## config.mk

```make
export PLATFORM = sky130hd
export DESIGN_NAME = osa_edit_distance_top
export DESIGN_NICKNAME = d
export VERILOG_FILES = /design/src/rtl/osa_pkg.sv /design/src/rtl/osa_edit_distance_top.sv
export SDC_FILE = /design/constraint.sdc
export NUM_CORES = 2
export LEC_CHECK = 0
export ABC_AREA = 0
export BUFFER_PORTS_ARGS = -buffer_cell sky130_fd_sc_hd__buf_2
export CAP_MARGIN = 0
export CORE_UTILIZATION = 35
export DETAILED_ROUTE_END_ITERATION = 6
export PLACE_DENSITY = 0.51
export SETUP_SLACK_MARGIN = 0.4
export SYNTH_ARGS = -nofsm -noshare
export SYNTH_HDL_FRONTEND = slang
export SYNTH_SLANG_ARGS = --single-unit
```

## constraint.sdc

```tcl
create_clock -name clk -period 13.6 [get_ports clk]
set_clock_uncertainty 0.05 [all_clocks]
set_input_delay 2.72 -clock clk [delete_from_list [all_inputs] [get_ports clk]]
set_output_delay 2.72 -clock clk [all_outputs]
set_load 0.05 [all_outputs]
```

## src/rtl/osa_pkg.sv

```systemverilog
// osa_pkg: sizes and types for the OSA edit distance block.
// No dependencies; used by osa_edit_distance_top.
package osa_pkg;

  localparam int MAX_LEN     = 64;
  localparam int SYMBOL_BITS = 8;
  localparam int ROW_DEPTH   = MAX_LEN + 1;
  localparam int LEN_W       = $clog2(MAX_LEN + 1);
  localparam int IDX_W       = $clog2(MAX_LEN);
  localparam int SYM_W       = SYMBOL_BITS;
  localparam int DIST_W      = 7;
  localparam int DIST_MAX    = (2 ** DIST_W) - 1;

  typedef logic [LEN_W-1:0]  len_t;
  typedef logic [LEN_W:0]    ext_t;
  typedef logic [IDX_W-1:0]  idx_t;
  typedef logic [SYM_W-1:0]  sym_t;
  typedef logic [DIST_W-1:0] dist_t;

endpackage

```

## src/rtl/osa_edit_distance_top.sv

```systemverilog
// A first-string request is taken in ST_IDLE. A second-string byte sweeps the stored row
// one cell per cycle through one shared cell-update unit, over cells 0 to n, n = first string
// length. A request that closes the pair passes through ST_EMIT to load the result
// register, and waits there while the previous result is held by out_stall.
// An ignored or empty-string request needs no row sweep.
// Reset: synchronous, active high; clears control state only. Row and character stores are
// not cleared; the initial row is generated from the cell index, so no clearing pass is run.
// osa_edit_distance_top: restricted Damerau-Levenshtein distance, iterative row update.
// Depends on osa_pkg.
module osa_edit_distance_top (
  input  logic                 clk,
  input  logic                 rst,
  input  logic                 in_valid,
  output logic                 in_stall,
  input  logic                 kind,
  input  logic [7:0]           symbol,
  input  logic                 empty_req,
  input  logic                 last,
  output logic                 out_valid,
  input  logic                 out_stall,
  output osa_pkg::dist_t       distance,
  output logic                 overflow
);

  typedef enum logic [1:0] {ST_IDLE, ST_ROW, ST_EMIT} state_t;

  function automatic osa_pkg::dist_t sat_dist(osa_pkg::len_t v);
    if (int'(v) > osa_pkg::DIST_MAX) begin
      return osa_pkg::dist_t'(osa_pkg::DIST_MAX);
    end
    return osa_pkg::dist_t'(v);
  endfunction

  // stores
  osa_pkg::sym_t fc_mem [osa_pkg::MAX_LEN];
  osa_pkg::len_t rp_mem [osa_pkg::ROW_DEPTH];
  osa_pkg::len_t ro_mem [osa_pkg::ROW_DEPTH];

  // pair state
  state_t         state;
  osa_pkg::len_t  first_length;
  logic           first_closed;
  osa_pkg::len_t  second_count;
  osa_pkg::sym_t  prior_sym;
  logic           overflow_seen;
  osa_pkg::len_t  last_dist;

  // row sweep
  osa_pkg::sym_t  cur_sym;
  logic           cur_fin;
  osa_pkg::len_t  rd_addr;
  logic           q_live;
  osa_pkg::len_t  q_idx;
  osa_pkg::len_t  rp_q;
  osa_pkg::len_t  ro_q;
  osa_pkg::sym_t  fc_q;
  osa_pkg::len_t  diag;
  osa_pkg::len_t  diag2;
  osa_pkg::sym_t  fc_prev;
  osa_pkg::len_t  left;

  osa_pkg::dist_t res_dist;
  logic           res_ovf;

  logic           in_take;
  logic           out_free;
  osa_pkg::sym_t  sym_in;
  osa_pkg::len_t  len_eff;
  logic           fc_wr;
  osa_pkg::idx_t  fc_wr_addr;
  logic           issue;
  osa_pkg::len_t  rd_m1;
  osa_pkg::idx_t  fc_addr;
  osa_pkg::len_t  ro_addr;
  osa_pkg::len_t  rp_val;
  logic           cost;
  osa_pkg::ext_t  c_up;
  osa_pkg::ext_t  c_left;
  osa_pkg::ext_t  c_diag;
  osa_pkg::ext_t  c_tr;
  osa_pkg::ext_t  m1;
  osa_pkg::ext_t  m2;
  osa_pkg::ext_t  m3;
  logic           trans_ok;
  osa_pkg::len_t  fresh;
  logic           cell_done;
  osa_pkg::len_t  held_dist;

  assign in_stall = (state != ST_IDLE);
  assign in_take  = in_valid && !in_stall;
  assign out_free = !out_valid || !out_stall;
  assign sym_in   = osa_pkg::sym_t'(symbol);

  assign len_eff    = first_closed ? '0 : first_length;
  assign fc_wr      = in_take && !kind && !empty_req &&
                      (len_eff < osa_pkg::len_t'(osa_pkg::MAX_LEN));
  assign fc_wr_addr = len_eff[osa_pkg::IDX_W-1:0];
  assign held_dist  = (second_count == '0) ? first_length : last_dist;

  assign issue   = (state == ST_ROW) && (rd_addr <= first_length);
  assign rd_m1   = rd_addr - osa_pkg::len_t'(1);
  assign fc_addr = (rd_addr == '0) ? '0 : rd_m1[osa_pkg::IDX_W-1:0];
  assign ro_addr = (rd_addr >= osa_pkg::len_t'(2)) ? (rd_addr - osa_pkg::len_t'(2)) : '0;

  // shared cell update; row 0 is implied by the index before the first second byte
  always_comb begin
    rp_val   = (second_count == '0) ? q_idx : rp_q;
    cost     = (fc_q != cur_sym);
    c_up     = {1'b0, rp_val} + osa_pkg::ext_t'(1);
    c_left   = {1'b0, left} + osa_pkg::ext_t'(1);
    c_diag   = {1'b0, diag} + osa_pkg::ext_t'(cost);
    c_tr     = {1'b0, ro_q} + osa_pkg::ext_t'(1);
    m1       = (c_up <= c_left) ? c_up : c_left;
    m2       = (m1 <= c_diag) ? m1 : c_diag;
    trans_ok = (q_idx > osa_pkg::len_t'(1)) && (second_count != '0) &&
               (fc_q == prior_sym) && (fc_prev == cur_sym);
    m3       = (trans_ok && (c_tr < m2)) ? c_tr : m2;
    fresh    = (q_idx == '0) ? (second_count + osa_pkg::len_t'(1))
                             : osa_pkg::len_t'(m3);
  end

  assign cell_done = q_live && (q_idx == first_length);

  always_ff @(posedge clk) begin
    if (fc_wr) begin
      fc_mem[fc_wr_addr] <= sym_in;
    end
    if (issue) begin
      rp_q <= rp_mem[rd_addr];
      fc_q <= fc_mem[fc_addr];
      ro_q <= ro_mem[ro_addr];
    end
    if (q_live) begin
      rp_mem[q_idx] <= fresh;
    end
    if (q_live && (q_idx >= osa_pkg::len_t'(2))) begin
      ro_mem[q_idx - osa_pkg::len_t'(2)] <= diag2;
    end
  end

  always_ff @(posedge clk) begin
    if (rst) begin
      state         <= ST_IDLE;
      first_length  <= '0;
      first_closed  <= 1'b0;
      second_count  <= '0;
      prior_sym     <= '0;
      overflow_seen <= 1'b0;
      out_valid     <= 1'b0;
      q_live        <= 1'b0;
    end else begin
      if (out_valid && !out_stall && (state != ST_EMIT)) begin
        out_valid <= 1'b0;
      end
      unique case (state)
        ST_IDLE: begin
          if (in_take) begin
            if (!kind) begin
              second_count <= '0;
              if (first_closed) begin
                prior_sym <= '0;
              end
              if (empty_req) begin
                first_length  <= len_eff;
                overflow_seen <= first_closed ? 1'b0 : overflow_seen;
                first_closed  <= 1'b1;
              end else begin
                if (len_eff < osa_pkg::len_t'(osa_pkg::MAX_LEN)) begin
                  first_length  <= len_eff + osa_pkg::len_t'(1);
                  overflow_seen <= first_closed ? 1'b0 : overflow_seen;
                end else begin
                  first_length  <= len_eff;
                  overflow_seen <= 1'b1;
                end
                first_closed <= last;
              end
            end else if (first_closed) begin
              if (empty_req) begin
                res_dist      <= sat_dist(held_dist);
                res_ovf       <= overflow_seen;
                first_length  <= '0;
                first_closed  <= 1'b0;
                second_count  <= '0;
                prior_sym     <= '0;
                overflow_seen <= 1'b0;
                state         <= ST_EMIT;
              end else if (second_count < osa_pkg::len_t'(osa_pkg::MAX_LEN)) begin
                cur_sym <= sym_in;
                cur_fin <= last;
                rd_addr <= '0;
                q_live  <= 1'b0;
                state   <= ST_ROW;
              end else begin
                if (last) begin
                  res_dist      <= sat_dist(held_dist);
                  res_ovf       <= 1'b1;
                  first_length  <= '0;
                  first_closed  <= 1'b0;
                  second_count  <= '0;
                  prior_sym     <= '0;
                  overflow_seen <= 1'b0;
                  state         <= ST_EMIT;
                end else begin
                  overflow_seen <= 1'b1;
                end
              end
            end
          end
        end
        ST_ROW: begin
          if (issue) begin
            rd_addr <= rd_addr + osa_pkg::len_t'(1);
          end
          q_live <= issue;
          q_idx  <= rd_addr;
          if (q_live) begin
            left    <= fresh;
            diag    <= rp_val;
            diag2   <= diag;
            fc_prev <= fc_q;
          end
          if (cell_done) begin
            last_dist <= fresh;
            if (cur_fin) begin
              res_dist      <= sat_dist(fresh);
              res_ovf       <= overflow_seen;
              first_length  <= '0;
              first_closed  <= 1'b0;
              second_count  <= '0;
              prior_sym     <= '0;
              overflow_seen <= 1'b0;
              state         <= ST_EMIT;
            end else begin
              prior_sym    <= cur_sym;
              second_count <= second_count + osa_pkg::len_t'(1);
              state        <= ST_IDLE;
            end
          end
        end
        ST_EMIT: begin
          if (out_free) begin
            out_valid <= 1'b1;
            distance  <= res_dist;
            overflow  <= res_ovf;
            state     <= ST_IDLE;
          end
        end
        default: begin
          state <= ST_IDLE;
        end
      endcase
    end
  end

`ifndef SYNTHESIS
  a_len_bound: assert property (@(posedge clk) disable iff (rst)
    (first_length <= osa_pkg::len_t'(osa_pkg::MAX_LEN)) &&
    (second_count <= osa_pkg::len_t'(osa_pkg::MAX_LEN)))
    else $error("pair length beyond store size");

  a_cell_range: assert property (@(posedge clk) disable iff (rst)
    q_live |-> (q_idx <= first_length) && (state == ST_ROW))
    else $error("row cell index out of range");

  a_row_needs_first: assert property (@(posedge clk) disable iff (rst)
    (state == ST_ROW) |-> first_closed)
    else $error("row update without closed first string");

  a_dist_bound: assert property (@(posedge clk) disable iff (rst)
    $rose(out_valid) |-> (distance <= sat_dist(osa_pkg::len_t'(osa_pkg::MAX_LEN))))
    else $error("distance beyond store size");
`endif

endmodule
```

==> impl_results.md <==
- Status: completed
- Nets@finish: 4,252
- Layout cells sized above 1: 13.5%
- Switching Fraction: 20.5%
- Worst Setup Start Kind: register
- Ys async rst share: 0%
- First-pass GRT wire length: 265,000 um
- Pint: 7.77 mW
- # Max-Cap Violations: 0
- Post-cts repair resize count: 0
- # rows: 156
- Net Sw Power: 2.00 mW
- Worst EP arrival: 9.55 ns
- Max-slew headroom: 14.3%
- Total clock sinks: 1,547
- Largest net degree at the start of global routing: 129
- Die H: 428 um
- DR vias: 37,200
- Reg clk slew, reported paths: 0.06 ns
- Final hold vios: 0
- Post-Layout Inst Area: 0.0720 mm2
- Core Footprint: 0.181 mm2
- Crit-path max cell delay: 0.56 ns
- Combinational share of power: 1.2%
- Post-CTS Setup Bufs: 0
- Final Wtd Congestion: 0.861
- Layout area overhead: 13.1%
- Global-route usage over all layers: 19.7%
- Routed wire per std cell: 27.5 um
- Post-route antenna net violation count: 0
- Mapped cell area: 0.0636 mm2
- Most common cell after layout, fill and taps aside: edfxtp_1
- H-tree depth: 4
- Number of DRC markers in iteration 0: 3,818
- I/O pin cnt: 25
- Max rail drop VDD: 107 uV
- Vias/cell: 5.56
- CP Class: register to register
- DRT Wirelength: 184,000 um
- Syn. warnings: 0
- Setup_tns: 0 ns
- Slew Limit Fails: 0
- Max Fanout on Critical Path: 67
- Slowest CP cell: a211oi_1
- RSZ-0062 raised after global routing: false
- Final Util: 39.8%
- Crit-path leading delay family: simple AND/OR/NAND/NOR gates
- Synth cell types: 87
- Full die area: 0.184 mm2
- Final setup vio count: 0
- Worst Hold Class: register to register
- Die W: 428 um
- Syn_nets: 4,212
- Placed Area: 0.0666 mm2
- Commonest non-fill, non-tap cells in the layout: 1,519 x edfxtp_1, 480 x nand2_1, 331 x nor2_1
- Crit. End Element: register
- Clock Tree Buf Depth: 3
- Syn avg cell area: 15.3 um2
- Number of CTS-inserted buffers: 166
- Final critical-path required period: 9.09 ns
- Global route overflow: 0
- TritonCTS clock tree: done
- Skew-Pair Late Insertion Delay: 0.81 ns
- CP most frequent cell: ha_1
- Post-synthesis register bit count: 1,547
- CTS root buffer: clkbuf_16
- R2R setup slack: 4.51 ns
- F_max: 0.110 GHz
- Leak pwr: 22.9 nW
- Fin crit share: 66.9%
- Fill count: 16,600
- Drt first pass iters: 6
- Vias in the first global route: 35,900
- Initial antenna violation count: 10
- Register area share after synthesis: 72.5%
- Initial Util: 35.2%
- Post-CTS Hold Fix Bufs: 0
- Slew @ Worst Pin: 1.29 ns
- Post-synthesis instance total: 4,152
- Post-synth EDFFs: 1,519
- Critical Path RT: 14.06 ns
- Sequential share of power: 53.2%
- PD cells: 136 mW/mm2
- Buf/Inv on CP: 3
- Clock power frac: 45.7%
- Post-DP HPWL: 110,000 um
- DRC Markers: 0
- Port Buffers: 24
- Design Power: 9.77 mW
- Main synth FF type: edfxtp_1
per-stage QoR:
stage	hold WS (ns)	cells	worst slack (ns)
4_1_cts	0.371	6698	4.47
6_report	0.370	6703	4.51
3_5_place_dp	0.356	6394	4.49
5_1_grt	0.387	6702	3.93
3_3_place_gp	0.355	6394	4.52
2_1_floorplan	0.350	4152	3.08
kinds of logic (layout without fill, tap and decap cells):
family | after synthesis | count (layout) | share of synthesized area (%)
simple gates | 1239 | 1239 | 8.64
mux | 323 | 323 | 7.89
fa+ha+maj | 45 | 45 | 0.885
buf+inv | 288 | 464 | 2.05
other cells | 0 | 5 | 0
flops | 1547 | 1547 | 72.5
compound gates | 640 | 640 | 7.03
xor+xnor | 70 | 70 | 0.963
worst register-to-register path: cells and delay by family, from the launching register on:
family,cells,cell delay (ns)
fa+ha+maj,5,1.32
mux,3,1.18
compound gates,9,2.09
flops,1,0.37
xor+xnor,1,0.17
simple gates,12,2.84
buf+inv,3,0.73
layout make-up:
type	count	area [um2]	share of cell area (%)
inverters	36	136	0.189
clock inverters	101	970	1.35
diodes	5	12.5	0.0174
clock buffers	203	4380	6.08
well taps	2370	2970	4.12
multi-input cells	2317	16400	22.8
repair buffers	124	933	1.30
flip-flops and latches	1547	46200	64.1
final timing paths:
path | from | to | cells past startpoint
worst min-delay path | res_dist[6] | distance[6] | 0
worst max-delay path | second_count[0] | rp_mem[23][1] | 33
worst min register to register | res_dist[6] | distance[6] | 0
worst max register to register | second_count[0] | rp_mem[23][1] | 33
registers in the layout (all words and copies together), names as in the netlist, 8 cells and up:
register,flops
cur_sym,8
fc_mem,512
fc_prev,8
fc_q,8
prior_sym,8
ro_mem,455
rp_mem,455
power by group through the flow:
stage	logic (mW)	registers, mW	clock network, mW
global route	0.124	5.19	4.71
global placement	0.117	5.29	0
finish	0.116	5.19	4.46
detailed placement	0.117	5.29	0
CTS	0.117	5.19	4.53
floorplan	0.0517	5.29	0
synth_stat cells (48+ instances only):
| cell type | number | area share, % |
|---|---|---|
| a21oi_1 | 122 | 0.96 |
| a31oi_1 | 53 | 0.52 |
| buf_2 | 93 | 0.73 |
| clkbuf_1 | 122 | 0.72 |
| edfxtp_1 | 1519 | 72 |
| mux2i_1 | 154 | 2.4 |
| mux4_2 | 139 | 4.9 |
| nand2_1 | 481 | 2.8 |
| nand3_1 | 177 | 1.4 |
| nor2_1 | 334 | 2.0 |
| nor3_1 | 48 | 0.38 |
| o21ai_0 | 93 | 0.73 |
| o221ai_1 | 49 | 0.67 |
| o22ai_1 | 62 | 0.61 |
metal layers:
layer  up-vias  routed length, um  GRT usage, %
li1      16300                  -             -
met1     19300              84200          29.2
met2      1353              84300          30.3
met3       218              12100          3.18
met4         2               3490          4.86
met5         -                 13             0
(Power assumes the default switching activity.)
